### config.mk
export PLATFORM = sky130hd
export DESIGN_NAME = hsv_to_rgb_converter
export DESIGN_NICKNAME = d
export VERILOG_FILES = /design/src/rtl/hsv_pkg.sv /design/src/rtl/hsv_to_rgb_converter.sv /design/src/rtl/hsv_sector.sv /design/src/rtl/hsv_chroma.sv /design/src/rtl/hsv_scale.sv
export SDC_FILE = /design/constraint.sdc
export NUM_CORES = 2
export LEC_CHECK = 0
export ABC_AREA = 1
export BUFFER_PORTS_ARGS = -buffer_cell sky130_fd_sc_hd__buf_4
export CORE_MARGIN = 5
export CORE_UTILIZATION = 64
export DETAILED_ROUTE_END_ITERATION = 6
export GPL_TIMING_DRIVEN = 0
export PLACE_DENSITY = 0.78
export SLEW_MARGIN = 20
export SYNTH_ARGS = -nofsm -noshare
export SYNTH_HDL_FRONTEND = slang
export SYNTH_SLANG_ARGS = --single-unit
### constraint.sdc
create_clock -name clk -period 9.4 [get_ports clk]
set_input_delay 1.88 -clock clk [delete_from_list [all_inputs] [get_ports clk]]
set_output_delay 1.88 -clock clk [all_outputs]
set_load 0.05 [all_outputs]
### src/rtl/hsv_pkg.sv
package hsv_pkg;

	// field widths
	localparam int HUE_W = 13;
	localparam int PCT_W = 11;
	localparam int OUT_BITS = 16;

	// valid input ranges
	localparam int HUE_MAX = 5760;
	localparam int PCT_MAX = 1600;

	// hue units in one 60 degree sector
	localparam int SECTOR_UNITS = 960;
	localparam int T_W = 10;

	// per-channel weight: 960 * (1600 - s) + s * w, at most 1600 * 960
	localparam int A_W = 21;
	localparam int FULL_CHROMA = PCT_MAX * SECTOR_UNITS;

	// channel numerator v * a, at most 1600 * 1600 * 960
	localparam int NUM_W = 32;

	// common denominator 1600 * 1600 * 960 = 2^18 * 9375
	localparam int DIV_SHIFT = 18;
	localparam int DIV_ODD = 9375;
	localparam longint unsigned HALF_DENOM = 64'd1228800000;

	// scaling datapath widths
	localparam int Y_W = NUM_W + OUT_BITS;
	localparam int Z_W = OUT_BITS + 14;
	localparam int Q_W = OUT_BITS + 1;
	localparam int P_W = Q_W + 14;

	// reciprocal of 9375 applied to z >> EST_SHIFT, estimate low by at most one
	localparam int EST_SHIFT = 13;
	localparam int RECIP_SHIFT = OUT_BITS + 5;
	localparam int RECIP_W = OUT_BITS + 5;
	localparam longint unsigned RECIP = (64'd1 << (RECIP_SHIFT + EST_SHIFT)) / DIV_ODD;
	localparam int PROD_W = Q_W + RECIP_W;

	localparam longint unsigned OUT_MAX = (64'd1 << OUT_BITS) - 64'd1;

	// hue sectors of 60 degrees
	typedef enum logic [2:0] {
		SEC_RED_YEL = 3'd0,
		SEC_YEL_GRN = 3'd1,
		SEC_GRN_CYN = 3'd2,
		SEC_CYN_BLU = 3'd3,
		SEC_BLU_MAG = 3'd4,
		SEC_MAG_RED = 3'd5
	} sector_t;

	// advance strobes, one per pipeline stage
	typedef struct packed {
		logic s1;
		logic s2;
		logic s3;
		logic s4;
		logic s5;
		logic s6;
		logic s7;
	} stage_en_t;

	typedef struct packed {
		logic [HUE_W-1:0] hue;
		logic [PCT_W-1:0] saturation;
		logic [PCT_W-1:0] brightness;
	} hsv_pix_t;

	typedef struct packed {
		logic [OUT_BITS-1:0] red;
		logic [OUT_BITS-1:0] green;
		logic [OUT_BITS-1:0] blue;
		logic invalid;
	} rgb_pix_t;

endpackage

### src/rtl/hsv_to_rgb_converter.sv
// channel  direction  payload      handshake
// hsv      in         hsv_pix_t    hsv_valid / hsv_stall
// rgb      out        rgb_pix_t    rgb_valid / rgb_stall
//
// one pixel per cycle sustained while rgb_stall is low; each result passes through stage registers s1 to s7
// the later stages hold the scaling path: multiply, reciprocal estimate, back-multiply, fix-up
// arst_n clears only the stage valid bits, the datapath registers hold no reset
// each stage takes new data when empty or when the stage after it moves,
// so bubbles close up and a stalled result holds while upstream stages fill
module hsv_to_rgb_converter (
	input  logic               clk,
	input  logic               arst_n,
	input  logic               hsv_valid,
	output logic               hsv_stall,
	input  hsv_pkg::hsv_pix_t  hsv_pix,
	output logic               rgb_valid,
	input  logic               rgb_stall,
	output hsv_pkg::rgb_pix_t  rgb_pix
);

	hsv_pkg::stage_en_t        en;

	logic valid_s1, valid_s2, valid_s3, valid_s4, valid_s5, valid_s6, valid_s7;
	logic rdy1, rdy2, rdy3, rdy4, rdy5, rdy6, rdy7;

	logic [hsv_pkg::PCT_W-1:0] s_s1;
	logic [hsv_pkg::PCT_W-1:0] v_s1;
	hsv_pkg::sector_t          sector_s1;
	logic [hsv_pkg::T_W-1:0]   t_s1;
	logic                      invalid_s1;

	logic [hsv_pkg::NUM_W-1:0] num_r_s3, num_g_s3, num_b_s3;
	logic invalid_s3, invalid_s4, invalid_s5, invalid_s6, invalid_s7;

	logic [hsv_pkg::OUT_BITS-1:0] red_s7, green_s7, blue_s7;

	// ready chain from the output back
	always_comb begin
		rdy7 = !valid_s7 || !rgb_stall;
		rdy6 = !valid_s6 || rdy7;
		rdy5 = !valid_s5 || rdy6;
		rdy4 = !valid_s4 || rdy5;
		rdy3 = !valid_s3 || rdy4;
		rdy2 = !valid_s2 || rdy3;
		rdy1 = !valid_s1 || rdy2;
		en.s1 = hsv_valid && rdy1;
		en.s2 = valid_s1 && rdy2;
		en.s3 = valid_s2 && rdy3;
		en.s4 = valid_s3 && rdy4;
		en.s5 = valid_s4 && rdy5;
		en.s6 = valid_s5 && rdy6;
		en.s7 = valid_s6 && rdy7;
	end

	assign hsv_stall = !rdy1;
	assign rgb_valid = valid_s7;

	// stage valid bits
	always_ff @(posedge clk or negedge arst_n) begin
		if (!arst_n) begin
			valid_s1 <= 1'b0;
			valid_s2 <= 1'b0;
			valid_s3 <= 1'b0;
			valid_s4 <= 1'b0;
			valid_s5 <= 1'b0;
			valid_s6 <= 1'b0;
			valid_s7 <= 1'b0;
		end else begin
			if (rdy1) begin
				valid_s1 <= hsv_valid;
			end
			if (rdy2) begin
				valid_s2 <= valid_s1;
			end
			if (rdy3) begin
				valid_s3 <= valid_s2;
			end
			if (rdy4) begin
				valid_s4 <= valid_s3;
			end
			if (rdy5) begin
				valid_s5 <= valid_s4;
			end
			if (rdy6) begin
				valid_s6 <= valid_s5;
			end
			if (rdy7) begin
				valid_s7 <= valid_s6;
			end
		end
	end

	// range flag alongside the scaling stages
	always_ff @(posedge clk) begin
		if (en.s4) begin
			invalid_s4 <= invalid_s3;
		end
		if (en.s5) begin
			invalid_s5 <= invalid_s4;
		end
		if (en.s6) begin
			invalid_s6 <= invalid_s5;
		end
		if (en.s7) begin
			invalid_s7 <= invalid_s6;
		end
	end

	hsv_sector u_sector (
		.clk        (clk),
		.en         (en),
		.pix        (hsv_pix),
		.s_s1       (s_s1),
		.v_s1       (v_s1),
		.sector_s1  (sector_s1),
		.t_s1       (t_s1),
		.invalid_s1 (invalid_s1)
	);

	hsv_chroma u_chroma (
		.clk        (clk),
		.en         (en),
		.s_s1       (s_s1),
		.v_s1       (v_s1),
		.sector_s1  (sector_s1),
		.t_s1       (t_s1),
		.invalid_s1 (invalid_s1),
		.num_r_s3   (num_r_s3),
		.num_g_s3   (num_g_s3),
		.num_b_s3   (num_b_s3),
		.invalid_s3 (invalid_s3)
	);

	hsv_scale u_scale_r (
		.clk    (clk),
		.en     (en),
		.num_s3 (num_r_s3),
		.q_s7   (red_s7)
	);

	hsv_scale u_scale_g (
		.clk    (clk),
		.en     (en),
		.num_s3 (num_g_s3),
		.q_s7   (green_s7)
	);

	hsv_scale u_scale_b (
		.clk    (clk),
		.en     (en),
		.num_s3 (num_b_s3),
		.q_s7   (blue_s7)
	);

	// result transaction
	always_comb begin
		rgb_pix.red = red_s7;
		rgb_pix.green = green_s7;
		rgb_pix.blue = blue_s7;
		rgb_pix.invalid = invalid_s7;
	end

	// an out-of-range pixel comes out black
	assert property (@(posedge clk) disable iff (!arst_n)
			rgb_valid && rgb_pix.invalid |->
			rgb_pix.red == '0 && rgb_pix.green == '0 && rgb_pix.blue == '0)
		else $error("invalid pixel with nonzero colour");

	// a result only appears when the stage before held a pixel
	assert property (@(posedge clk) disable iff (!arst_n)
			$rose(valid_s7) |-> $past(valid_s6))
		else $error("result without a pixel behind it");

endmodule

### src/rtl/hsv_sector.sv
module hsv_sector (
	input  logic                       clk,
	input  hsv_pkg::stage_en_t         en,
	input  hsv_pkg::hsv_pix_t          pix,
	output logic [hsv_pkg::PCT_W-1:0]  s_s1,
	output logic [hsv_pkg::PCT_W-1:0]  v_s1,
	output hsv_pkg::sector_t           sector_s1,
	output logic [hsv_pkg::T_W-1:0]    t_s1,
	output logic                       invalid_s1
);

	logic [hsv_pkg::HUE_W-1:0] base;
	logic [hsv_pkg::HUE_W-1:0] off;
	logic                      falling;
	hsv_pkg::sector_t          sector;
	logic [hsv_pkg::T_W-1:0]   t;
	logic                      invalid;

	// sector search, hue of exactly 360 lands in the last sector
	always_comb begin
		priority if (pix.hue >= hsv_pkg::HUE_W'(5 * hsv_pkg::SECTOR_UNITS)) begin
			sector = hsv_pkg::SEC_MAG_RED;
			base = hsv_pkg::HUE_W'(5 * hsv_pkg::SECTOR_UNITS);
			falling = 1'b1;
		end else if (pix.hue >= hsv_pkg::HUE_W'(4 * hsv_pkg::SECTOR_UNITS)) begin
			sector = hsv_pkg::SEC_BLU_MAG;
			base = hsv_pkg::HUE_W'(4 * hsv_pkg::SECTOR_UNITS);
			falling = 1'b0;
		end else if (pix.hue >= hsv_pkg::HUE_W'(3 * hsv_pkg::SECTOR_UNITS)) begin
			sector = hsv_pkg::SEC_CYN_BLU;
			base = hsv_pkg::HUE_W'(3 * hsv_pkg::SECTOR_UNITS);
			falling = 1'b1;
		end else if (pix.hue >= hsv_pkg::HUE_W'(2 * hsv_pkg::SECTOR_UNITS)) begin
			sector = hsv_pkg::SEC_GRN_CYN;
			base = hsv_pkg::HUE_W'(2 * hsv_pkg::SECTOR_UNITS);
			falling = 1'b0;
		end else if (pix.hue >= hsv_pkg::HUE_W'(hsv_pkg::SECTOR_UNITS)) begin
			sector = hsv_pkg::SEC_YEL_GRN;
			base = hsv_pkg::HUE_W'(hsv_pkg::SECTOR_UNITS);
			falling = 1'b1;
		end else begin
			sector = hsv_pkg::SEC_RED_YEL;
			base = '0;
			falling = 1'b0;
		end
	end

	// ramp weight of the secondary component within the sector
	always_comb begin
		off = pix.hue - base;
		if (falling) begin
			t = hsv_pkg::T_W'(hsv_pkg::HUE_W'(hsv_pkg::SECTOR_UNITS) - off);
		end else begin
			t = hsv_pkg::T_W'(off);
		end
		invalid = (pix.hue > hsv_pkg::HUE_W'(hsv_pkg::HUE_MAX)) ||
			(pix.saturation > hsv_pkg::PCT_W'(hsv_pkg::PCT_MAX)) ||
			(pix.brightness > hsv_pkg::PCT_W'(hsv_pkg::PCT_MAX));
	end

	// stage 1
	always_ff @(posedge clk) begin
		if (en.s1) begin
			s_s1 <= pix.saturation;
			v_s1 <= pix.brightness;
			sector_s1 <= sector;
			t_s1 <= t;
			invalid_s1 <= invalid;
		end
	end

endmodule

### src/rtl/hsv_chroma.sv
module hsv_chroma (
	input  logic                       clk,
	input  hsv_pkg::stage_en_t         en,
	input  logic [hsv_pkg::PCT_W-1:0]  s_s1,
	input  logic [hsv_pkg::PCT_W-1:0]  v_s1,
	input  hsv_pkg::sector_t           sector_s1,
	input  logic [hsv_pkg::T_W-1:0]    t_s1,
	input  logic                       invalid_s1,
	output logic [hsv_pkg::NUM_W-1:0]  num_r_s3,
	output logic [hsv_pkg::NUM_W-1:0]  num_g_s3,
	output logic [hsv_pkg::NUM_W-1:0]  num_b_s3,
	output logic                       invalid_s3
);

	typedef enum logic [1:0] {
		TERM_C,
		TERM_X,
		TERM_M
	} term_t;

	logic [hsv_pkg::PCT_W-1:0] s_diff;
	logic [hsv_pkg::A_W-1:0]   a_m;
	logic [hsv_pkg::A_W-1:0]   s_t;

	logic [hsv_pkg::A_W-1:0]   a_m_s2;
	logic [hsv_pkg::A_W-1:0]   a_x_s2;
	logic [hsv_pkg::PCT_W-1:0] v_s2;
	hsv_pkg::sector_t          sector_s2;
	logic                      invalid_s2;

	term_t                     sel_r, sel_g, sel_b;
	logic [hsv_pkg::A_W-1:0]   a_r, a_g, a_b;

	function automatic logic [hsv_pkg::A_W-1:0] pick(input term_t sel, input logic inv,
			input logic [hsv_pkg::A_W-1:0] ax, input logic [hsv_pkg::A_W-1:0] am);
		logic [hsv_pkg::A_W-1:0] res;
		unique case (sel)
			TERM_C:  res = hsv_pkg::A_W'(hsv_pkg::FULL_CHROMA);
			TERM_X:  res = ax;
			default: res = am;
		endcase
		if (inv) begin
			res = '0;
		end
		return res;
	endfunction

	// offset weight 960*(1600-s) and ramp weight s*t
	always_comb begin
		s_diff = hsv_pkg::PCT_W'(hsv_pkg::PCT_MAX) - s_s1;
		a_m = hsv_pkg::A_W'(s_diff) * hsv_pkg::A_W'(hsv_pkg::SECTOR_UNITS);
		s_t = hsv_pkg::A_W'(s_s1) * hsv_pkg::A_W'(t_s1);
	end

	// stage 2
	always_ff @(posedge clk) begin
		if (en.s2) begin
			a_m_s2 <= a_m;
			a_x_s2 <= a_m + s_t;
			v_s2 <= v_s1;
			sector_s2 <= sector_s1;
			invalid_s2 <= invalid_s1;
		end
	end

	// place chroma and ramp by sector
	always_comb begin
		unique case (sector_s2)
			hsv_pkg::SEC_RED_YEL: begin
				sel_r = TERM_C; sel_g = TERM_X; sel_b = TERM_M;
			end
			hsv_pkg::SEC_YEL_GRN: begin
				sel_r = TERM_X; sel_g = TERM_C; sel_b = TERM_M;
			end
			hsv_pkg::SEC_GRN_CYN: begin
				sel_r = TERM_M; sel_g = TERM_C; sel_b = TERM_X;
			end
			hsv_pkg::SEC_CYN_BLU: begin
				sel_r = TERM_M; sel_g = TERM_X; sel_b = TERM_C;
			end
			hsv_pkg::SEC_BLU_MAG: begin
				sel_r = TERM_X; sel_g = TERM_M; sel_b = TERM_C;
			end
			default: begin
				sel_r = TERM_C; sel_g = TERM_M; sel_b = TERM_X;
			end
		endcase
		// out-of-range pixels carry a zero numerator, which scales to zero
		a_r = pick(sel_r, invalid_s2, a_x_s2, a_m_s2);
		a_g = pick(sel_g, invalid_s2, a_x_s2, a_m_s2);
		a_b = pick(sel_b, invalid_s2, a_x_s2, a_m_s2);
	end

	// stage 3: scale weights by brightness
	always_ff @(posedge clk) begin
		if (en.s3) begin
			num_r_s3 <= hsv_pkg::NUM_W'(v_s2) * hsv_pkg::NUM_W'(a_r);
			num_g_s3 <= hsv_pkg::NUM_W'(v_s2) * hsv_pkg::NUM_W'(a_g);
			num_b_s3 <= hsv_pkg::NUM_W'(v_s2) * hsv_pkg::NUM_W'(a_b);
			invalid_s3 <= invalid_s2;
		end
	end

	// weights of a valid pixel never exceed full chroma
	assert property (@(posedge clk) en.s3 && !invalid_s2 |->
			a_x_s2 <= hsv_pkg::A_W'(hsv_pkg::FULL_CHROMA) &&
			a_m_s2 <= hsv_pkg::A_W'(hsv_pkg::FULL_CHROMA))
		else $error("chroma weight above full scale");

endmodule

### src/rtl/hsv_scale.sv
module hsv_scale (
	input  logic                          clk,
	input  hsv_pkg::stage_en_t            en,
	input  logic [hsv_pkg::NUM_W-1:0]     num_s3,
	output logic [hsv_pkg::OUT_BITS-1:0]  q_s7
);

	logic [hsv_pkg::Y_W-1:0]    y;
	logic [hsv_pkg::PROD_W-1:0] prod;
	logic [hsv_pkg::P_W-1:0]    rem_lim;
	logic [hsv_pkg::Q_W-1:0]    q_fix;

	logic [hsv_pkg::Z_W-1:0]    z_s4;
	logic [hsv_pkg::Z_W-1:0]    z_s5;
	logic [hsv_pkg::Q_W-1:0]    q_est_s5;
	logic [hsv_pkg::Z_W-1:0]    z_s6;
	logic [hsv_pkg::Q_W-1:0]    q_est_s6;
	logic [hsv_pkg::P_W-1:0]    p_s6;

	// num * (2^N - 1) + denom/2, then drop the power of two in the denominator
	always_comb begin
		y = (hsv_pkg::Y_W'(num_s3) << hsv_pkg::OUT_BITS) - hsv_pkg::Y_W'(num_s3) +
			hsv_pkg::Y_W'(hsv_pkg::HALF_DENOM);
	end

	// stage 4
	always_ff @(posedge clk) begin
		if (en.s4) begin
			z_s4 <= hsv_pkg::Z_W'(y >> hsv_pkg::DIV_SHIFT);
		end
	end

	// quotient estimate from the top bits of z
	always_comb begin
		prod = hsv_pkg::PROD_W'(z_s4[hsv_pkg::Z_W-1:hsv_pkg::EST_SHIFT]) *
			hsv_pkg::PROD_W'(hsv_pkg::RECIP);
	end

	// stage 5
	always_ff @(posedge clk) begin
		if (en.s5) begin
			q_est_s5 <= hsv_pkg::Q_W'(prod >> hsv_pkg::RECIP_SHIFT);
			z_s5 <= z_s4;
		end
	end

	// stage 6: back-multiply the estimate
	always_ff @(posedge clk) begin
		if (en.s6) begin
			p_s6 <= hsv_pkg::P_W'(q_est_s5) * hsv_pkg::P_W'(hsv_pkg::DIV_ODD);
			q_est_s6 <= q_est_s5;
			z_s6 <= z_s5;
		end
	end

	// one correction step, then clamp to full scale
	always_comb begin
		rem_lim = p_s6 + hsv_pkg::P_W'(hsv_pkg::DIV_ODD);
		q_fix = q_est_s6 + hsv_pkg::Q_W'(hsv_pkg::P_W'(z_s6) >= rem_lim);
	end

	// stage 7
	always_ff @(posedge clk) begin
		if (en.s7) begin
			if (q_fix > hsv_pkg::Q_W'(hsv_pkg::OUT_MAX)) begin
				q_s7 <= hsv_pkg::OUT_BITS'(hsv_pkg::OUT_MAX);
			end else begin
				q_s7 <= hsv_pkg::OUT_BITS'(q_fix);
			end
		end
	end

	// estimate is never high and at most one low
	assert property (@(posedge clk) en.s7 |->
			hsv_pkg::P_W'(z_s6) >= p_s6 &&
			hsv_pkg::P_W'(z_s6) - p_s6 < hsv_pkg::P_W'(2 * hsv_pkg::DIV_ODD))
		else $error("reciprocal estimate out of correction range");

endmodule
# Word-level counts from Yosys, hierarchy flattened
# Index checks and enable logic that the tools add are counted.
[op_classes]
add_sub_neg = 16
multipliers = 11
order_cmp = 14
n_eq_ne = 7
mux = 24
n_reduce_logical = 36
[op_table]
columns = ["cell", "n"]
rows = [
  ["$add 48x31->48 const B", 3],
  ["$sub 48x32->48", 3],
  ["$pmux 21 s2", 3],
  ["$mul 17x21->38 const B", 3],
  ["$mul 11x21->32", 3],
  ["$add 31x14->31 const B", 3],
  ["$ge 30x31->1", 3],
  ["$mul 17x14->31 const B", 3],
  ["$mux 21", 3],
  ["$mux 10", 6],
  ["$add 17x1->17", 3],
  ["$gt 17x16->1 const B", 3],
  ["$ge 13x12->1 const B", 2],
  ["$gt 11x11->1 const B", 2],
  ["$add 21x21->21", 1],
  ["$mul 11x10->21", 1],
  ["$mul 11x4->15 const B", 1],
  ["$reduce_or 2->1", 7],
  ["$ge 13x10->1 const B", 1],
  ["$ge 13x11->1 const B", 1],
  ["$ge 13x13->1 const B", 1],
  ["$gt 13x13->1 const B", 1],
  ["$pmux 2 s2", 3],
  ["$sub 11x11->11 const A", 1],
  ["other kinds (13)", 47],
]
[word_totals]
regBits = 708
out_inout_bits = 51

# Logic depth before layout (Yosys ltp)
[logic_depth]
ltp_word = 9
ltp_mapped = 34
mapped_depth_nobuf = 34

# Modules after synthesis
# From an unflattened synthesis, not the netlist that was laid out.
[unflattened]
cells_unflattened = 11375
hier_area_um2 = 99033.7
[modules_own_cells]
columns = ["mod", "n_inst", "cells_each", "area_per_inst_um2"]
rows = [
  ["hsv_chroma", 1, 4059, 32917.8],
  ["hsv_scale (u_scale_b)", 1, 2392, 21375.5],
  ["hsv_scale (u_scale_r)", 1, 2359, 21240.4],
  ["hsv_scale (u_scale_g)", 1, 2353, 21235.4],
  ["hsv_sector", 1, 169, 1804.2],
  ["hsv_to_rgb_converter", 1, 43, 460.4],
]

# Least setup slack after synthesis
# OpenSTA, ideal clock, no wires.
[synth_path]
path_kind = "input -> register"
startpoint = "in rgb_stall"
endpoint = "reg invalid_s5 (enable)"
setup_ns = 0.648
arrival_ns = 8.060
required_ns = 8.752
slack_ns = 0.692
cell_stages = 5
n_path_buf = 0
cell_sequence = "nand2_1 > nor2_1 > inv_1 > nor2_1 > nor2_1"
[synth_lines]
columns = ["item", "line_no", "text"]
rows = [
  ["from (decl)", "hsv_to_rgb_converter.sv:17", "input logic rgb_stall,"],
  ["to (signal assigned)", "hsv_to_rgb_converter.sv:99", "invalid_s5 <= invalid_s4;"],
  ["to (decl)", "hsv_to_rgb_converter.sv:33", "logic invalid_s3, invalid_s4, invalid_s5, invalid_s6, invalid_s7;"],
]

# Worst setup path after layout
[layout_path]
startpoint = "reg u_chroma.v_s2[9] (netlist bit)"
endpoint = "reg u_chroma.num_b_s3[24] (netlist bit), data pin"
[layout_between]
elab_chain_len = 1
[layout_rtl]
columns = ["item", "line_no", "text"]
rows = [
  ["from (decl)", "hsv_chroma.sv:27", "logic [hsv_pkg::PCT_W-1:0] v_s2;"],
  ["from (signal assigned)", "hsv_chroma.sv:60", "v_s2 <= v_s1;"],
  ["$mul 11x21->32", "hsv_chroma.sv:99", "num_b_s3 <= hsv_pkg::NUM_W'(v_s2) * hsv_pkg::NUM_W'(a_b);"],
  ["to (signal assigned)", "hsv_chroma.sv:99", ""],
  ["to (decl)", "hsv_chroma.sv:11", "output logic [hsv_pkg::NUM_W-1:0] num_b_s3,"],
]
# No other way between the ends.
# A chain may end at the register's enable or synchronous reset.

==> run metrics <==
outcome=completed; Slew HR=a little under a fifth; largest family of logic cells by synthesized area=adder cells; fraction of registers with async set/reset=less than 1%; port buffer count=89; vias post-DR=75400; dpl cells=13200; final hold violation count=0; Die X=401 um; compound-cell area share of the yosys netlist=6.32%; multiplexer share of the synthesized area=0%; height of the chip=401 um; final instance area=104000 um2; Final #Nets=13900; area leader, netlist=fa_1; Synth Area in XOR/XNOR=3.77%; flops & latches, synth=705; gpl congestion=0.990; number of flops mapped to enable cells by yosys=698; Syn. warnings=0; CP required=between 9 and 10 ns; post-DP HPWL=219000 um; filler instances=12200; Residual DRC=0; worst slew pin tran=1.21 ns; Multi-input gate area=66900 um2; root buffer cell=clkbuf_16; FF-to-FF path depth=20; share of the synthesized area in the top cell type=about 26%; worst reg2reg endpoint=u_chroma.num_b_s3[24]; antenna violations before repair=3; WL met1=~110000 um; Highest Signal Layer=met5; # IOs=90; DR pass1 iterations=6; simple-gate share of the synthesized area=15.9%; reg2reg start=u_chroma.v_s2[9]; top cells by area, synth=fa_1 26%, edfxtp_1 21%, ha_1 16%, inv_1 9.5%, nand2_1 7.3%; crit path cell chain=clkbuf_1 > inv_1 > clkbuf_1 > buf_1 > nor2_1 > fa_1 > fa_1 > fa_1 > fa_1 > inv_1 > fa_1 > inv_1 > ha_1 > a21oi_1 > a21boi_0 > nor2_1 > nor2_1 > nand3_1 > a21oi_1 > xnor2_1; Reg2Reg Setup Slack=2.17 ns; Period minus WS final=7.23 ns; Syn Std Cell Area=97900 um2; wire length on met2=123000 um; drt via density=5.64; Hold Path End=u_scale_r.z_s6[18]; clk slew on worst S/H paths=about 0.06 ns; clk buf depth=3; Final Setup Violations=0; FP Rows=around 140; area of placed instances=between 100000 and 150000 um2; PostCTS Resize Cnt=0; Min-Delay Startpoint=u_scale_r.z_s5[18]; Max Clk Rate=138 MHz; Startpoint Class=register; sinks on the clock net=approximately 710; critical path's slowest cell=buf_1; CP most frequent cell=fa_1; setup ws final=2.17 ns; HP Class=reg -> reg; Antenna diodes=0; Max Slew Vio Count=0; worst endpoint data arrival time=7.65 ns; count leader, synth=inv_1; dpl ws=2.38 ns; hold slack=0.388 ns; final cell count without fillers=approximately 13000; WL/cell=around 19 um; CTS tree=yes; vias in the first global route=79100; syn_nets=13700; share of layout cells above drive strength 1=~3.8%; gr usage total=32.6%; Post-Synth Adder-Cell Area=42.3%; clk_lat worst skew=0.73 ns; Avg Inst Size Synth=8.84 um2; core region area=around 150000 um2; CP startpoint=u_chroma.v_s2[9]; register area=about 21000 um2; Post-synth top cells=2476 x inv_1, 1901 x nand2_1, 1285 x ha_1, 1268 x fa_1, 1031 x nor2_1; first-pass GRT wire length=419000 um; CTS H-tree lvls=3; initial core utilization=64.4%; Initial DRC Count=5721; Post-Route WL=between 200000 and 300000 um; CP max stage delay=0.86 ns; Crit. End Element=register; CTS buffer count=between 80 and 90; RSZ-0062 raised after global routing=no; clk_skew=0.0564 ns; Post-CTS Hold Fix Bufs=0; met3 wire length=19300 um; ys flop type=edfxtp_1; Worst Path Class, Setup=reg -> reg; Final Cycle Share=76.9%; max-cap violation count=0; Final ANT Viol Nets=0; # Post-CTS Setup Buffers=0; Die ar.=~160000 um2; CP max FO=10; sequential-to-total area share from yosys stat=21.6%; grt ovf=0; Layout area overhead=6.62%; largest net degree at the start of global routing=110; hold-critical path depth=0; Cells after Synth=about 11000; library cells used by synthesis=75
-- metal layers --
layer	track usage [%]	vias up
met1	42.8	36700
met5	0	-
met2	54.8	2762
met4	11.7	6
li1	-	35300
met3	5.91	666
-- kinds of logic (layout without fill, tap and decap cells) --
| group | after synthesis | after routing |
|---|---|---|
| AND/OR/NAND/NOR | 3691 | 3691 |
| adder cells (fa/ha/maj) | 2553 | 2553 |
| buffers and inverters | 2622 | 2880 |
| XOR/XNOR | 417 | 417 |
| AO/OA/AOI/OAI | 1089 | 1089 |
| flip-flops | 705 | 705 |
-- worst max-delay path: cells and delay by family (launching register included) --
family                     cells  cell delay [ns]
buffers and inverters          6             2.18
adders and majority gates      6             2.86
and+or+nand+nor                4             0.63
DFF                            1             0.47
AOI/OAI and AO/OA              3             0.74
xor gates and xnor gates       1             0.08
-- state kept, by name, summed over array words and instances, names as in the netlist, 17 cells and up --
name,flops
u_scale_b.q_est_s5,17
u_scale_g.q_est_s5,17
u_chroma.num_b_s3,32
u_scale_g.z_s5,30
u_scale_r.z_s5,30
u_scale_b.z_s6,30
u_scale_b.z_s4,30
u_scale_r.z_s6,30
u_scale_r.z_s4,30
u_scale_r.q_est_s5,17
u_scale_g.z_s6,30
u_chroma.num_r_s3,32
u_chroma.num_g_s3,32
u_scale_g.z_s4,30
u_chroma.a_x_s2,21
u_scale_b.z_s5,30
u_scale_g.p_s6,31
u_scale_r.p_s6,31
u_scale_b.p_s6,31
-- area by class of cell --
class	instances	area share [%]
Tap cell	2030	2.43
Sequential cell	705	20.2
Clock inverter	65	0.701
Buffer	109	0.467
Clock buffer	88	2.02
Inverter	2513	9.05
Multi-Input combinational cell	7750	64.1
Timing Repair Buffer	105	1.02
-- cells in the final DEF (no fill, tap or decap), types with 30 or more instances in the layout --
| master | netlist | final |
|---|---|---|
| a21oi_1 | 535 | 534 |
| inv_1 | 2476 | 2473 |
| nand3_1 | 348 | 348 |
| xnor2_1 | 122 | 122 |
| buf_4 | 2 | 91 |
| clkbuf_1 | 89 | 92 |
| nor4_1 | 30 | 30 |
| fa_1 | 1268 | 1268 |
| nor3_1 | 142 | 142 |
| ha_1 | 1285 | 1285 |
| nand2_1 | 1901 | 1901 |
| o21ai_0 | 287 | 287 |
| edfxtp_1 | 698 | 698 |
| a21o_1 | 57 | 57 |
| o21bai_1 | 42 | 42 |
| clkbuf_16 | 0 | 83 |
| nor2_1 | 1031 | 1028 |
| xor2_1 | 291 | 291 |
| nand4_1 | 101 | 101 |
-- through the flow --
| step | TNS, ns | util [%] |
|---|---|---|
| finish | 0 | 68.7 |
| CTS | 0 | 68.7 |
| global placement | -387.70 | 66.5 |
| floorplan | 0 | - |
| detailed placement | 0 | 66.8 |
| global route | 0 | 68.7 |
-- worst max path at each step --
stage / end / slack (ns) / cells after the start
after floorplan: invalid_s5 / 0.69 / 5
after global placement: u_scale_b.q_est_s5[14] / -2.79 / 6
after detailed placement: u_chroma.a_x_s2[20] / 2.38 / 34
after CTS: u_chroma.a_x_s2[20] / 2.34 / 34
after global routing: u_chroma.a_x_s2[20] / 1.88 / 34
final: u_chroma.num_b_s3[24] / 2.17 / 20
Power is left out: the tool's default activity adds up to more than one toggle a clock period on the data nets, which glitch-free logic cannot reach.
